`config.mk`:
```
export PLATFORM = sky130hd
export DESIGN_NAME = hdlc_style_frame_encoder_top
export DESIGN_NICKNAME = d
export VERILOG_FILES = /design/src/hsfe_pkg.sv /design/src/hsfe_front.sv /design/src/hsfe_queue.sv /design/src/hsfe_back.sv /design/src/hdlc_style_frame_encoder_top.sv
export SDC_FILE = /design/constraint.sdc
export NUM_CORES = 1
export LEC_CHECK = 0
export ABC_AREA = 1
export BUFFER_PORTS_ARGS = -buffer_cell sky130_fd_sc_hd__buf_2
export CORE_MARGIN = 3
export CORE_UTILIZATION = 25
export CTS_BUF_LIST = sky130_fd_sc_hd__clkbuf_8 sky130_fd_sc_hd__clkbuf_16
export DETAILED_ROUTE_END_ITERATION = 12
export SLEW_MARGIN = 10
export SYNTH_ARGS = -nofsm -noshare
export SYNTH_HDL_FRONTEND = slang
export SYNTH_SLANG_ARGS = --single-unit
```
`constraint.sdc`:
```
create_clock -name aclk -period 5.5 [get_ports aclk]
set_input_delay 1.1 -clock aclk [delete_from_list [all_inputs] [get_ports aclk]]
set_output_delay 1.1 -clock aclk [all_outputs]
set_load 0.02 [all_outputs]
```
`src/hsfe_pkg.sv`:
```
`default_nettype none

package hsfe_pkg;

    localparam int CFG_INDEX_W = 1;

    localparam logic [CFG_INDEX_W-1:0] REG_FLAG   = 1'd0;
    localparam logic [CFG_INDEX_W-1:0] REG_ESCAPE = 1'd1;

    localparam logic [7:0]  FLAG_RESET   = 8'h7E;
    localparam logic [7:0]  ESCAPE_RESET = 8'h7D;
    localparam logic [7:0]  STUFF_XOR    = 8'h20;
    localparam logic [15:0] CRC_INIT     = 16'hFFFF;
    localparam logic [15:0] CRC_POLY     = 16'h8408;

    typedef struct packed {
        logic [7:0] flag_byte;
        logic [7:0] escape_byte;
    } cfg_t;

    // One classified input item; data_byte is already XORed when stuff is set.
    typedef struct packed {
        logic [7:0] command;
        logic [7:0] data_byte;
        logic       first;
        logic       last;
        logic       has_data;
        logic       stuff;
    } item_t;

    typedef enum logic [3:0] {
        STEP_FLAG_OPEN,
        STEP_CMD,
        STEP_CTRL,
        STEP_ESC,
        STEP_DATA,
        STEP_CRC_HI,
        STEP_CRC_LO,
        STEP_FLAG_CLOSE,
        STEP_DONE
    } step_t;

endpackage

`default_nettype wire

```
`src/hsfe_front.sv`:
```
`default_nettype none

module hsfe_front (
    input  wire logic          s_valid,
    output logic               s_ready,
    input  wire logic [7:0]    s_data_byte,
    input  wire logic [7:0]    s_command,
    input  wire logic          s_first,
    input  wire logic          s_last,
    input  wire logic          s_empty_req,
    input  wire hsfe_pkg::cfg_t cfg,
    output logic               q_push,
    input  wire logic          q_ready,
    output hsfe_pkg::item_t    q_item
);

    logic match;
    logic produces;

    always_comb begin
        match    = (s_data_byte == cfg.flag_byte) || (s_data_byte == cfg.escape_byte);
        produces = s_first || s_last || !s_empty_req;

        q_item.command   = s_command;
        q_item.first     = s_first;
        q_item.last      = s_last;
        q_item.has_data  = !s_empty_req;
        q_item.stuff     = !s_empty_req && match;
        q_item.data_byte = q_item.stuff ? (s_data_byte ^ hsfe_pkg::STUFF_XOR) : s_data_byte;
    end

    // An empty item with neither first nor last is taken and dropped here.
    assign s_ready = q_ready;
    assign q_push  = s_valid && q_ready && produces;

endmodule

`default_nettype wire

```
`src/hsfe_queue.sv`:
```
`default_nettype none

module hsfe_queue #(
    parameter int DEPTH = 2
) (
    input  wire logic            aclk,
    input  wire logic            aresetn,
    input  wire logic            push,
    output logic                 in_ready,
    input  wire hsfe_pkg::item_t in_item,
    output logic                 out_valid,
    input  wire logic            pop,
    output hsfe_pkg::item_t      out_item
);

    localparam int PTR_W = $clog2(DEPTH);
    localparam int CNT_W = $clog2(DEPTH + 1);
    localparam logic [PTR_W-1:0] LAST_PTR = PTR_W'(DEPTH - 1);
    localparam logic [CNT_W-1:0] FULL_CNT = CNT_W'(DEPTH);

    hsfe_pkg::item_t  mem [DEPTH];
    logic [PTR_W-1:0] wr_ptr_reg, wr_ptr_next;
    logic [PTR_W-1:0] rd_ptr_reg, rd_ptr_next;
    logic [CNT_W-1:0] count_reg, count_next;
    logic             do_push, do_pop;

    assign in_ready  = (count_reg != FULL_CNT);
    assign out_valid = (count_reg != '0);
    assign out_item  = mem[rd_ptr_reg];
    assign do_push   = push && in_ready;
    assign do_pop    = pop && out_valid;

    always_comb begin
        wr_ptr_next = wr_ptr_reg;
        rd_ptr_next = rd_ptr_reg;
        count_next  = count_reg;
        if (do_push) begin
            wr_ptr_next = (wr_ptr_reg == LAST_PTR) ? '0 : wr_ptr_reg + PTR_W'(1);
        end
        if (do_pop) begin
            rd_ptr_next = (rd_ptr_reg == LAST_PTR) ? '0 : rd_ptr_reg + PTR_W'(1);
        end
        if (do_push && !do_pop) begin
            count_next = count_reg + CNT_W'(1);
        end else if (do_pop && !do_push) begin
            count_next = count_reg - CNT_W'(1);
        end
    end

    always_ff @(posedge aclk) begin
        if (!aresetn) begin
            wr_ptr_reg <= '0;
            rd_ptr_reg <= '0;
            count_reg  <= '0;
        end else begin
            wr_ptr_reg <= wr_ptr_next;
            rd_ptr_reg <= rd_ptr_next;
            count_reg  <= count_next;
        end
    end

    always_ff @(posedge aclk) begin
        if (do_push) begin
            mem[wr_ptr_reg] <= in_item;
        end
    end

endmodule

`default_nettype wire

```
`src/hsfe_back.sv`:
```
`default_nettype none

module hsfe_back (
    input  wire logic            aclk,
    input  wire logic            aresetn,
    input  wire hsfe_pkg::cfg_t  cfg,
    input  wire logic            q_valid,
    output logic                 q_pop,
    input  wire hsfe_pkg::item_t q_item,
    output logic                 m_valid,
    input  wire logic            m_ready,
    output logic [7:0]           m_out_byte,
    output logic                 m_frame_end,
    output logic                 m_last_of_run
);

    function automatic logic [15:0] crc_feed(input logic [15:0] crc, input logic [7:0] b);
        logic [15:0] c;
        c = crc ^ {8'h00, b};
        for (int k = 0; k < 8; k++) begin
            c = c[0] ? ((c >> 1) ^ hsfe_pkg::CRC_POLY) : (c >> 1);
        end
        return c;
    endfunction

    function automatic hsfe_pkg::step_t after_payload(input hsfe_pkg::item_t it);
        if (it.has_data) begin
            return it.stuff ? hsfe_pkg::STEP_ESC : hsfe_pkg::STEP_DATA;
        end
        return it.last ? hsfe_pkg::STEP_CRC_HI : hsfe_pkg::STEP_DONE;
    endfunction

    function automatic hsfe_pkg::step_t first_step(input hsfe_pkg::item_t it);
        return it.first ? hsfe_pkg::STEP_FLAG_OPEN : after_payload(it);
    endfunction

    hsfe_pkg::item_t cur_reg, cur_next;
    logic            cur_valid_reg, cur_valid_next;
    hsfe_pkg::step_t step_reg, step_next, step_after;
    logic [15:0]     crc_reg, crc_next;
    logic            m_valid_reg, m_valid_next;
    logic [7:0]      m_byte_reg, m_byte_next;
    logic            m_end_reg, m_end_next;
    logic            m_lor_reg, m_lor_next;
    logic [7:0]      byte_sel;
    logic            end_sel;
    logic            feed_crc;
    logic            advance, is_final;

    always_comb begin
        byte_sel   = cfg.flag_byte;
        end_sel    = 1'b0;
        feed_crc   = 1'b0;
        step_after = hsfe_pkg::STEP_DONE;
        case (step_reg)
            hsfe_pkg::STEP_FLAG_OPEN: begin
                byte_sel   = cfg.flag_byte;
                step_after = hsfe_pkg::STEP_CMD;
            end
            hsfe_pkg::STEP_CMD: begin
                byte_sel   = cur_reg.command;
                feed_crc   = 1'b1;
                step_after = hsfe_pkg::STEP_CTRL;
            end
            hsfe_pkg::STEP_CTRL: begin
                byte_sel   = cfg.escape_byte;
                feed_crc   = 1'b1;
                step_after = after_payload(cur_reg);
            end
            hsfe_pkg::STEP_ESC: begin
                byte_sel   = cfg.escape_byte;
                feed_crc   = 1'b1;
                step_after = hsfe_pkg::STEP_DATA;
            end
            hsfe_pkg::STEP_DATA: begin
                byte_sel   = cur_reg.data_byte;
                feed_crc   = 1'b1;
                step_after = cur_reg.last ? hsfe_pkg::STEP_CRC_HI : hsfe_pkg::STEP_DONE;
            end
            hsfe_pkg::STEP_CRC_HI: begin
                byte_sel   = ~crc_reg[15:8];
                step_after = hsfe_pkg::STEP_CRC_LO;
            end
            hsfe_pkg::STEP_CRC_LO: begin
                byte_sel   = ~crc_reg[7:0];
                step_after = hsfe_pkg::STEP_FLAG_CLOSE;
            end
            hsfe_pkg::STEP_FLAG_CLOSE: begin
                byte_sel   = cfg.flag_byte;
                end_sel    = 1'b1;
                step_after = hsfe_pkg::STEP_DONE;
            end
            default: begin
                step_after = hsfe_pkg::STEP_DONE;
            end
        endcase

        // The opening flag restarts the CRC, the closing flag rearms it.
        if (feed_crc) begin
            crc_next = crc_feed(crc_reg, byte_sel);
        end else if (step_reg == hsfe_pkg::STEP_FLAG_OPEN ||
                     step_reg == hsfe_pkg::STEP_FLAG_CLOSE) begin
            crc_next = hsfe_pkg::CRC_INIT;
        end else begin
            crc_next = crc_reg;
        end
    end

    always_comb begin
        advance  = cur_valid_reg && (!m_valid_reg || m_ready);
        is_final = (step_after == hsfe_pkg::STEP_DONE);
        q_pop    = q_valid && (!cur_valid_reg || (advance && is_final));

        m_valid_next = m_valid_reg;
        m_byte_next  = m_byte_reg;
        m_end_next   = m_end_reg;
        m_lor_next   = m_lor_reg;
        if (advance) begin
            m_valid_next = 1'b1;
            m_byte_next  = byte_sel;
            m_end_next   = end_sel;
            m_lor_next   = is_final;
        end else if (m_ready) begin
            m_valid_next = 1'b0;
        end

        cur_next       = cur_reg;
        cur_valid_next = cur_valid_reg;
        step_next      = step_reg;
        if (q_pop) begin
            cur_next       = q_item;
            cur_valid_next = 1'b1;
            step_next      = first_step(q_item);
        end else if (advance && is_final) begin
            cur_valid_next = 1'b0;
            step_next      = hsfe_pkg::STEP_DONE;
        end else if (advance) begin
            step_next = step_after;
        end
    end

    always_ff @(posedge aclk) begin
        if (!aresetn) begin
            cur_valid_reg <= 1'b0;
            step_reg      <= hsfe_pkg::STEP_DONE;
            crc_reg       <= hsfe_pkg::CRC_INIT;
            m_valid_reg   <= 1'b0;
        end else begin
            cur_valid_reg <= cur_valid_next;
            step_reg      <= step_next;
            m_valid_reg   <= m_valid_next;
            if (advance) begin
                crc_reg <= crc_next;
            end
        end
    end

    always_ff @(posedge aclk) begin
        cur_reg    <= cur_next;
        m_byte_reg <= m_byte_next;
        m_end_reg  <= m_end_next;
        m_lor_reg  <= m_lor_next;
    end

    assign m_valid       = m_valid_reg;
    assign m_out_byte    = m_byte_reg;
    assign m_frame_end   = m_end_reg;
    assign m_last_of_run = m_lor_reg;

endmodule

`default_nettype wire

```
`src/hdlc_style_frame_encoder_top.sv`:
```
`default_nettype none

// Channel   Direction  Handshake            Payload
// s_        in         s_valid / s_ready    data_byte, command, first, last, empty_req
// m_        out        m_valid / m_ready    out_byte, frame_end, last_of_run
// cfg_      in         cfg_valid/cfg_ready  cfg_index, cfg_data
//
// The back sequencer emits one output byte per cycle while a stalled m_ready does
// not hold it; an item has 1 to 8 result bytes, with 1 or 2 for a payload item.
// Reset restores flag 0x7E, escape 0x7D, the CRC to 0xFFFF and empties the queue.
// A stalled m_ready holds the output register; the item queue keeps taking input
// until it is full. Configuration writes are taken in any cycle.

module hdlc_style_frame_encoder_top #(
    parameter int QUEUE_DEPTH = 2
) (
    input  wire logic                             aclk,
    input  wire logic                             aresetn,
    input  wire logic                             s_valid,
    output logic                                  s_ready,
    input  wire logic [7:0]                       s_data_byte,
    input  wire logic [7:0]                       s_command,
    input  wire logic                             s_first,
    input  wire logic                             s_last,
    input  wire logic                             s_empty_req,
    output logic                                  m_valid,
    input  wire logic                             m_ready,
    output logic [7:0]                            m_out_byte,
    output logic                                  m_frame_end,
    output logic                                  m_last_of_run,
    input  wire logic                             cfg_valid,
    output logic                                  cfg_ready,
    input  wire logic [hsfe_pkg::CFG_INDEX_W-1:0] cfg_index,
    input  wire logic [7:0]                       cfg_data
);

    hsfe_pkg::cfg_t  cfg_reg, cfg_next;
    hsfe_pkg::item_t front_item, queue_item;
    logic            q_push, q_ready, q_valid, q_pop;

    assign cfg_ready = 1'b1;

    always_comb begin
        cfg_next = cfg_reg;
        if (cfg_valid) begin
            case (cfg_index)
                hsfe_pkg::REG_FLAG:   cfg_next.flag_byte   = cfg_data;
                hsfe_pkg::REG_ESCAPE: cfg_next.escape_byte = cfg_data;
                default: begin
                    cfg_next = cfg_reg;
                end
            endcase
        end
    end

    always_ff @(posedge aclk) begin
        if (!aresetn) begin
            cfg_reg.flag_byte   <= hsfe_pkg::FLAG_RESET;
            cfg_reg.escape_byte <= hsfe_pkg::ESCAPE_RESET;
        end else begin
            cfg_reg <= cfg_next;
        end
    end

    hsfe_front u_front (
        .s_valid     (s_valid),
        .s_ready     (s_ready),
        .s_data_byte (s_data_byte),
        .s_command   (s_command),
        .s_first     (s_first),
        .s_last      (s_last),
        .s_empty_req (s_empty_req),
        .cfg         (cfg_reg),
        .q_push      (q_push),
        .q_ready     (q_ready),
        .q_item      (front_item)
    );

    hsfe_queue #(
        .DEPTH (QUEUE_DEPTH)
    ) u_queue (
        .aclk      (aclk),
        .aresetn   (aresetn),
        .push      (q_push),
        .in_ready  (q_ready),
        .in_item   (front_item),
        .out_valid (q_valid),
        .pop       (q_pop),
        .out_item  (queue_item)
    );

    hsfe_back u_back (
        .aclk          (aclk),
        .aresetn       (aresetn),
        .cfg           (cfg_reg),
        .q_valid       (q_valid),
        .q_pop         (q_pop),
        .q_item        (queue_item),
        .m_valid       (m_valid),
        .m_ready       (m_ready),
        .m_out_byte    (m_out_byte),
        .m_frame_end   (m_frame_end),
        .m_last_of_run (m_last_of_run)
    );

endmodule

`default_nettype wire
```
==> results.py, run 1 <==
metrics = {
    "outcome": {
        "status": "complete, no violations",
    },
    "routing": {
        "detail_route.wl_per_cell_um": 13.7,
        "vias": 4034,
        "drtIter0Drc": 269,
        "ant_nets": 0,
        "routed_wirelength_mm": 12.4,
        "drc_errors": 0,
        "drt-vias-per-instance": 4.45,
        "drt-pass1-iter-count": 5,
    },
    "sta": {
        "max_freq_ghz": 0.373,
        "rsz0062_at_grt": "false",
        "slew_viol_final": 0,
        "skew_ns": 0.00530,
        "finalHoldViolations": 0,
        "period_needed_ns": 2.68,
        "tightest_slew_ns": 0.953,
        "finalSetupTns_ns": 0,
        "setup_violations": 0,
        "maxSlewHeadroom": 0.364,
        "fin_crit_sh": 0.488,
    },
    "logic_synthesis": {
        "synth_area_um2": 5350,
        "avgSynthCellArea_um2": 9.11,
        "synth_cell_types": 40,
        "seq_area_frac_synth": 0.548,
        "netlist_instances": 588,
        "synth_seq_cells": 112,
        "synth_nets": 622,
        "ys_warn_count": 0,
    },
    "setup_path": {
        "slowest_stage": "nor2_2",
        "cp_cell_sequence": "inv_2, nor2_2, nand2_2, o221ai_2, nand2_1, nand2_1, nand2_2, ha_1, a21oi_1, o21ai_0, o21ai_0, a21oi_1",
        "cp-start-kind": "register",
        "cp.required_ns": 5.75,
        "cp.arrival_ns": 2.93,
        "cp_max_fo": 11,
        "worstSetupEndpointType": "register",
        "path_class": "register to register",
        "cpPeakStageDelay_ns": 0.52,
    },
    "global_route": {
        "overflow": 0,
        "grt_first_pass_wirelength_mm": 20.0,
        "grt_max_degree": 27,
        "grt_usage": 0.108,
        "antenna_found_initial": 0,
        "grt_pass1_vias": 3713,
    },
    "floorplan": {
        "start_util": 0.260,
        "dieArea_um2": 23200,
        "core_um2": 20600,
        "die_h_um": 152,
        "die_x_um": 152,
        "rows": 52,
        "pin_count": 46,
    },
    "clocking": {
        "cts_setup_buffers": 0,
        "clk_pin_slew_ns": 0.07,
        "htree_levels": 3,
        "clockRootBuffer": "clkbuf_16",
        "ctsHoldBuffers": 0,
        "cts_tree": "yes",
        "clk_latency_ns": 0.36,
        "cts_resized": 0,
        "clock_sinks": 112,
        "cts_buffers": 9,
        "clk_path_buf_depth": 2,
    },
    "power": {
        "leakage_nw": 2.57,
        "power_switching_mw": 1.09,
        "power_frac_clock": 0.226,
        "sw_frac_of_total": 0.377,
        "irDropWorstVdd_mv": 0.200,
        "p_int_mw": 1.80,
        "power_frac_seq": 0.442,
        "power_frac_comb": 0.332,
        "p_per_area_nw_per_um2": 468,
    },
    "placed_design": {
        "hpwl_mm": 9.31,
        "io_buffers": 44,
        "gp_congestion": 0.844,
        "dpl_cell_area_um2": 5850,
    },
    "final_layout": {
        "syn2layout_area_growth_pct": 14.9,
        "fillCellCount": 2159,
        "final_util": 0.298,
        "drive_gt1_frac": 0.187,
        "fin_area_um2": 6150,
        "nets": 665,
        "n_antenna_cell": 0,
        "largest_reg_flops": 40,
    },
    "run": {
        "max_cap_viol_count": 0,
    },
    "worst_hold_path": {
        "hold_class": "register to register",
    },
}
-- cells in the mapped netlist (all sizes together) --
cell / count / area [um2]
nor3: 1 / 5.00
o21ai: 28 / 140
conb: 1 / 3.75
or2: 3 / 18.8
nand3: 83 / 430
nor2: 34 / 166
o32ai: 1 / 8.76
o221ai: 2 / 23.8
mux2: 16 / 180
inv: 64 / 243
o22ai: 1 / 6.26
nand2: 164 / 693
clkinv: 1 / 3.75
clkbuf: 6 / 22.5
a31oi: 4 / 25.0
a21oi: 31 / 155
dfxtp: 43 / 861
o31ai: 1 / 21.3
xor2: 1 / 8.76
xnor2: 12 / 105
edfxtp: 69 / 2070
nand3b: 1 / 7.51
o211ai: 6 / 45.0
ha: 1 / 12.5
a311oi: 1 / 8.76
mux2i: 1 / 10.0
nand4: 4 / 25.0
buf: 8 / 51.3
-- cell usage in the layout (no fill, tap or decap), types with 2 or more instances in the layout --
| master | count |
|---|---|
| nand4_1 | 4 |
| a31oi_1 | 4 |
| edfxtp_1 | 69 |
| a21oi_1 | 31 |
| or2_2 | 3 |
| inv_6 | 2 |
| nand3_2 | 3 |
| o211ai_1 | 6 |
| dfxtp_1 | 43 |
| o21ai_1 | 3 |
| nand2_2 | 16 |
| nand2_1 | 143 |
| buf_2 | 44 |
| o21ai_0 | 25 |
| nor2_2 | 6 |
| xnor2_1 | 12 |
| clkinv_4 | 2 |
| nor2_1 | 26 |
| buf_4 | 2 |
| inv_1 | 60 |
| clkbuf_16 | 9 |
| inv_2 | 5 |
| nand3_1 | 80 |
| nand2_4 | 5 |
| mux2_2 | 16 |
-- cell type report --
type | instances | area, um2 | share of cell area
clock buffers | 9 | 225 | 0.0366
clock inverters | 7 | 72.6 | 0.0118
inverters | 65 | 246 | 0.0401
multi-input cells | 397 | 2100 | 0.342
flip-flops and latches | 112 | 2930 | 0.477
well taps | 270 | 338 | 0.0549
repair buffers | 46 | 235 | 0.0382
-- per-stage QoR --
stage	hold slack [ns]	power [mW]	setup slack, ns	cells
final	0.457	2.88	2.82	906
after global routing	0.481	3.10	2.51	906
after CTS	0.456	2.91	2.79	906
after detailed placement	0.446	2.25	2.43	890
after global placement	0.437	2.24	2.46	890
after floorplan	0.426	1.99	2.78	588
-- power groups by stage --
stage / logic [mW] / clock network [mW] / registers [mW]
detailed placement: 0.958 / 0 / 1.29
global placement: 0.947 / 0 / 1.29
global route: 1.09 / 0.710 / 1.30
finish: 0.957 / 0.652 / 1.27
CTS: 0.963 / 0.675 / 1.27
floorplan: 0.746 / 0 / 1.24
-- path summary, 6_finish.rpt --
check | end | start | slack [ns] | cells after the start
worst max-delay path | u_queue.count_reg[1] | u_back.step_reg[2] | 2.82 | 12
worst min-delay path | u_queue.rd_ptr_reg | u_queue.rd_ptr_reg | 0.46 | 1
worst max register to register | u_queue.count_reg[1] | u_back.step_reg[2] | 2.82 | 12
worst min register to register | u_queue.rd_ptr_reg | u_queue.rd_ptr_reg | 0.46 | 1
-- worst max-delay path: cells and delay by family (launching register included) --
family                   cells  cell delay [ns]
flip-flops                   1             0.44
buffers and inverters        1             0.06
adder cells (fa/ha/maj)      1             0.33
AO/OA/AOI/OAI                5             0.69
AND/OR/NAND/NOR              5             1.05
-- cells by family (layout without fill, tap and decap cells) --
logic type / after synthesis / in the layout / share of synthesized area
mux: 17 / 17 / 0.0355
xor+xnor: 13 / 13 / 0.0213
buf+inv: 79 / 127 / 0.0598
other cells: 1 / 1 / 0.000700
simple gates: 290 / 290 / 0.251
flops: 112 / 112 / 0.548
fa+ha+maj: 1 / 1 / 0.00234
compound gates: 75 / 75 / 0.0811
-- routing by layer --
metal  share of wire  track usage  up-vias
met1            0.47        0.147     1862
met2            0.47        0.172       91
met4           0.014       0.0283        0
li1                -            -     2066
met3           0.047       0.0267       15
met5               0            0        -
Power figures use the tool's default switching activity.
==> run 2: changes to the inputs <==
Settings changed: ABC_AREA 1 to 0.
Clock period 5.5 ns to 2.5 ns, I/O delays scaled along.
==> results.py, run 2 <==
metrics = {
    "floorplan": {
        "rows": 52,
        "start_util": 0.259,
        "die_h_um": 153,
        "core_um2": 20700,
        "dieArea_um2": 23300,
        "die_x_um": 153,
        "pin_count": 46,
    },
    "routing": {
        "wl_met2_mm": 5.29,
        "route.met3.wl_um": 466,
        "detail_route.wl_per_cell_um": 15.0,
        "routed_wirelength_mm": 11.9,
        "top_layer_used": "met4",
        "ant_nets": 0,
        "drt-vias-per-instance": 4.51,
        "drc_errors": 0,
        "vias": 3597,
        "wl_met1_mm": 6.05,
        "drtIter0Drc": 225,
        "drt-pass1-iter-count": 5,
    },
    "sta": {
        "tightest_slew_ns": 0.669,
        "finalHoldViolations": 0,
        "rsz0062_at_grt": "false",
        "fin_crit_sh": 0.917,
        "maxSlewHeadroom": 0.553,
        "setup_violations": 0,
        "period_needed_ns": 2.29,
        "skew_ns": 0.0150,
        "slew_viol_final": 0,
        "max_freq_ghz": 0.436,
        "finalSetupTns_ns": 0,
    },
    "final_layout": {
        "multi_input_area_um2": 2240,
        "seqCellArea_um2": 2930,
        "final_common_cell": "edfxtp_1",
        "n_antenna_cell": 0,
        "drive_gt1_frac": 0.222,
        "largest_reg_flops": 40,
        "syn2layout_area_growth_pct": 15.9,
        "final_util": 0.301,
        "nets": 557,
        "fin_area_um2": 6220,
        "fillCellCount": 2142,
        "final_cell_mix": "edfxtp_1, nand2_1, buf_2, dfxtp_1, nor2_1",
    },
    "placed_design": {
        "gp_congestion": 0.827,
        "io_buffers": 44,
        "dpl_cell_area_um2": 5940,
        "hpwl_mm": 8.95,
    },
    "setup_path": {
        "cp_cell_sequence": "buf_4, nor3_2, a311o_1, o32a_4, xnor2_4, xnor2_2, nor2b_1, o21ai_1",
        "path_class": "register to register",
        "cpPeakStageDelay_ns": 0.40,
        "worstSetupEndpointType": "register",
        "cp_max_fo": 17,
        "cp.required_ns": 2.72,
        "slowest_stage": "dfxtp_1",
        "cp.arrival_ns": 2.51,
        "worstRegToRegCells": 8,
        "r2r-start": "u_back.step_reg[1]",
        "cp-startpoint": "u_back.step_reg[1]",
        "cp-start-kind": "register",
    },
    "clocking": {
        "ctsHoldBuffers": 0,
        "htree_levels": 3,
        "clk_path_buf_depth": 2,
        "cts_tree": "yes",
        "cts_buffers": 9,
        "clk_pin_slew_ns": 0.08,
        "clk_latency_ns": 0.36,
        "clock_sinks": 112,
        "cts_setup_buffers": 0,
        "cts_resized": 0,
        "clockRootBuffer": "clkbuf_16",
    },
    "logic_synthesis": {
        "synth_cell_types": 70,
        "seq_area_frac_synth": 0.546,
        "netlist_instances": 474,
        "yosysMostFrequentCell": "edfxtp_1",
        "yosys-top-cells-count": "edfxtp_1, nand2_1, dfxtp_1",
        "synth_edf_count": 69,
        "synth_area_um2": 5370,
        "async_flop_share": 0,
        "ys_top_cells_by_area": "edfxtp_1, dfxtp_1, mux2_2, xor2_1, nand2_1",
        "avgSynthCellArea_um2": 11.3,
        "synth_ff_type": "edfxtp_1",
        "yosysTopAreaCell": "edfxtp_1",
        "synth_top_area_share": 0.386,
        "synth_nets": 508,
        "ys_warn_count": 0,
        "synth_seq_cells": 112,
    },
    "power": {
        "post-layout-total-power_mw": 6.65,
        "irDropWorstVdd_mv": 0.483,
        "leakage_nw": 2.24,
        "p_per_area_nw_per_um2": 1070,
    },
    "global_route": {
        "grt_pass1_vias": 3361,
        "grt_usage": 0.102,
        "grt_first_pass_wirelength_mm": 18.8,
        "overflow": 0,
        "antenna_found_initial": 0,
        "grt_max_degree": 38,
    },
    "worst_hold_path": {
        "hold_class": "primary input to register",
        "worstHoldStart": "s_command[1]",
        "hold_depth": 1,
    },
    "outcome": {
        "status": "complete, no violations",
    },
    "run": {
        "max_cap_viol_count": 0,
    },
}
-- run 2: cell types whose count changed in the layout (fill, tap and decap cells not counted), moves of 14 or more --
cell,change
nand3_1,-67
buf_4,+17
o21ai_0,-15
inv_1,-48
xor2_1,+22
nand2_1,-96
nor2b_1,+14
nand2_2,-16
nand2b_1,+16
-- run 2: path summary, 6_finish.rpt --
path,to,slack [ns]
hold / removal,u_queue.mem[1][13],0.33
hold reg to reg,cfg_reg[7],0.50
setup / recovery,u_back.crc_reg[15],0.21
setup reg to reg,u_back.crc_reg[15],0.21
-- run 2: logic make-up (layout without fill, tap and decap cells) --
| logic type | Yosys count | after routing | synth area share |
|---|---|---|---|
| mux | 22 | 22 | 0.0452 |
| compound gates | 100 | 100 | 0.135 |
| xor+xnor | 43 | 43 | 0.0841 |
| other cells | 1 | 1 | 0.000698 |
| simple gates | 158 | 158 | 0.151 |
| buf+inv | 37 | 91 | 0.0361 |
| fa+ha+maj | 1 | 1 | 0.00233 |
| flops | 112 | 112 | 0.546 |
-- run 2: worst max-delay path, delay by kind of cell, from the launching register on --
family / cells / cell delay (ns)
DFF: 1 / 0.40
xor gates and xnor gates: 2 / 0.40
and+or+nand+nor: 2 / 0.27
AOI/OAI and AO/OA: 3 / 0.81
buffers and inverters: 1 / 0.26
-- run 2: area by class of cell --
type / count / share of cell area
tap: 270 / 0.0543
clock buffer: 10 / 0.0384
inverter: 11 / 0.00663
clock inverter: 6 / 0.00724
multi-input combinational: 325 / 0.361
timing repair buffer: 64 / 0.0615
sequential: 112 / 0.471
-- run 2: routing by layer --
| metal | track usage | vias up |
|---|---|---|
| met3 | 0.0213 | 12 |
| li1 | - | 1799 |
| met1 | 0.149 | 1713 |
| met5 | 0 | - |
| met4 | 0.0267 | 0 |
| met2 | 0.153 | 73 |
-- run 2: power by group --
| part | internal (mW) | switching [mW] | total [mW] |
|---|---|---|---|
| combinational | 1.12 | 1.39 | 2.51 |
| sequential | 2.48 | 0.287 | 2.77 |
| clock | 0.708 | 0.661 | 1.37 |
| total | 4.31 | 2.34 | 6.65 |
-- run 2: per-stage QoR --
step / setup slack [ns] / instances / hold WS, ns
global route: 0.0230 / 798 / 0.320
global placement: 0.246 / 782 / 0.484
floorplan: 0.176 / 474 / 0.458
detailed placement: 0.214 / 782 / 0.481
CTS: 0.190 / 798 / 0.318
finish: 0.207 / 798 / 0.334
==> run 3: changes to the inputs <==
Settings changed: GPL_ROUTABILITY_DRIVEN from default to 0, PLACE_DENSITY_LB_ADDON from default to 0.1.
==> results.py, run 3 (same netlist as run 2, synthesis figures left out) <==
metrics = {
    "routing": {
        "routed_wirelength_mm": 13.6,
        "drt-vias-per-instance": 4.52,
        "drc_errors": 0,
        "vias": 3601,
        "drtIter0Drc": 184,
        "ant_nets": 0,
        "drt-pass1-iter-count": 4,
        "detail_route.wl_per_cell_um": 17.1,
    },
    "setup_path": {
        "path_class": "register to register",
        "r2r-start": "u_back.step_reg[0]",
        "cp_max_fo": 9,
        "cp.arrival_ns": 2.57,
        "worstSetupEndpointType": "register",
        "worstRegToRegCells": 8,
        "r2r_slack_ns": 0.15,
        "cp.required_ns": 2.72,
        "r2r-end": "u_back.crc_reg[2]",
        "cp-start-kind": "register",
    },
    "floorplan": {
        "core_um2": 20700,
        "pin_count": 46,
        "die_h_um": 153,
        "rows": 52,
        "start_util": 0.259,
        "dieArea_um2": 23300,
        "die_x_um": 153,
    },
    "power": {
        "power_frac_comb": 0.385,
        "irDropWorstVdd_mv": 0.389,
        "p_per_area_nw_per_um2": 1080,
        "leakage_nw": 2.24,
        "power_frac_clock": 0.204,
        "sw_frac_of_total": 0.362,
        "power_switching_mw": 2.44,
        "p_int_mw": 4.30,
        "power_frac_seq": 0.411,
    },
    "final_layout": {
        "syn2layout_area_growth_pct": 15.8,
        "drive_gt1_frac": 0.222,
        "largest_reg_flops": 40,
        "final_common_cell": "edfxtp_1",
        "final_cell_mix": "edfxtp_1, nand2_1, buf_2, dfxtp_1, nor2_1",
        "n_antenna_cell": 0,
        "fin_area_um2": 6220,
        "nets": 556,
        "instances_no_fill": 797,
        "final_util": 0.301,
    },
    "worst_hold_path": {
        "hold_end": "u_queue.mem[1][16]",
        "hold_class": "primary input to register",
        "worstHoldStart": "s_command[4]",
        "hold_depth": 1,
    },
    "clocking": {
        "cts_resized": 0,
        "clk_path_buf_depth": 2,
        "clock_sinks": 112,
        "clockRootBuffer": "clkbuf_16",
        "cts_tree": "yes",
        "cts_buffers": 9,
        "ctsHoldBuffers": 0,
        "cts_setup_buffers": 0,
        "htree_levels": 3,
        "clk_latency_ns": 0.36,
        "clk_pin_slew_ns": 0.07,
    },
    "sta": {
        "maxSlewHeadroom": 0.546,
        "setup_violations": 0,
        "tightest_slew_ns": 0.680,
        "skew_ns": 0.00773,
        "period_needed_ns": 2.35,
        "rsz0062_at_grt": "false",
        "slew_viol_final": 0,
        "setup_ws_ns": 0.151,
        "fin_crit_sh": 0.940,
        "finalSetupTns_ns": 0,
        "finalHoldViolations": 0,
        "max_freq_ghz": 0.426,
    },
    "placed_design": {
        "dpl_worst_slack_ns": 0.191,
        "placed_cells": 781,
        "io_buffers": 44,
        "dpl_cell_area_um2": 5940,
        "hpwl_mm": 10.2,
    },
    "global_route": {
        "grt_first_pass_wirelength_mm": 21.4,
        "grt_usage": 0.118,
        "antenna_found_initial": 0,
        "overflow": 0,
        "grt_max_degree": 37,
        "grt_pass1_vias": 3561,
    },
    "run": {
        "max_cap_viol_count": 0,
    },
    "outcome": {
        "status": "complete, no violations",
    },
}
## run 3: power by group through the flow
stage,sequential (mW),clock (mW),combinational [mW]
6_report,2.77,1.37,2.60
5_1_grt,2.83,1.51,2.85
4_1_cts,2.78,1.43,2.63
3_5_place_dp,2.82,0,2.62
3_3_place_gp,2.82,0,2.62
2_1_floorplan,2.73,0,1.96
## run 3: per-layer routing
metal  vias up  track usage  part of all wire
li1       1800            -                 -
met1      1732        0.171              0.51
met2        61        0.180              0.44
met3         8       0.0310             0.033
met4         0       0.0229            0.0081
met5         -            0                 0
## run 3: area by class of cell
class	count	area [um2]
clock buffer	9	225
inverter	11	41.3
multi-input combinational	325	2240
sequential	112	2930
clock inverter	7	48.8
timing repair buffer	63	388
tap	270	338
fill	2153	14500
## run 3: worst max-delay path by stage
| stage | cells past startpoint | start | end | slack, ns |
|---|---|---|---|---|
| 6_report | 8 | u_back.step_reg[0] | u_back.crc_reg[2] | 0.15 |
| 3_3_place_gp | 8 | u_back.step_reg[0] | u_back.crc_reg[2] | 0.22 |
| 3_5_place_dp | 8 | u_back.step_reg[0] | u_back.crc_reg[2] | 0.19 |
| 2_1_floorplan | 10 | u_back.step_reg[2] | u_queue.count_reg[1] | 0.18 |
| 4_1_cts | 8 | u_back.step_reg[0] | u_back.crc_reg[2] | 0.15 |
| 5_1_grt | 8 | u_back.step_reg[0] | u_back.crc_reg[2] | 0.02 |
## run 3: through the flow
step	total power, mW	hold slack, ns
2_1_floorplan	4.69	0.458
3_3_place_gp	5.44	0.487
3_5_place_dp	5.45	0.488
4_1_cts	6.84	0.312
5_1_grt	7.19	0.306
6_report	6.74	0.325
## run 3: worst max-delay path: stages (launching register included)
cell and delay [ns]:
dfxtp_1 0.55, buf_4 0.23, nor3b_1 0.35, a211oi_1 0.12
o32a_4 0.36, xnor2_4 0.15, xnor2_2 0.21, xor2_1 0.16
a21oi_1 0.08
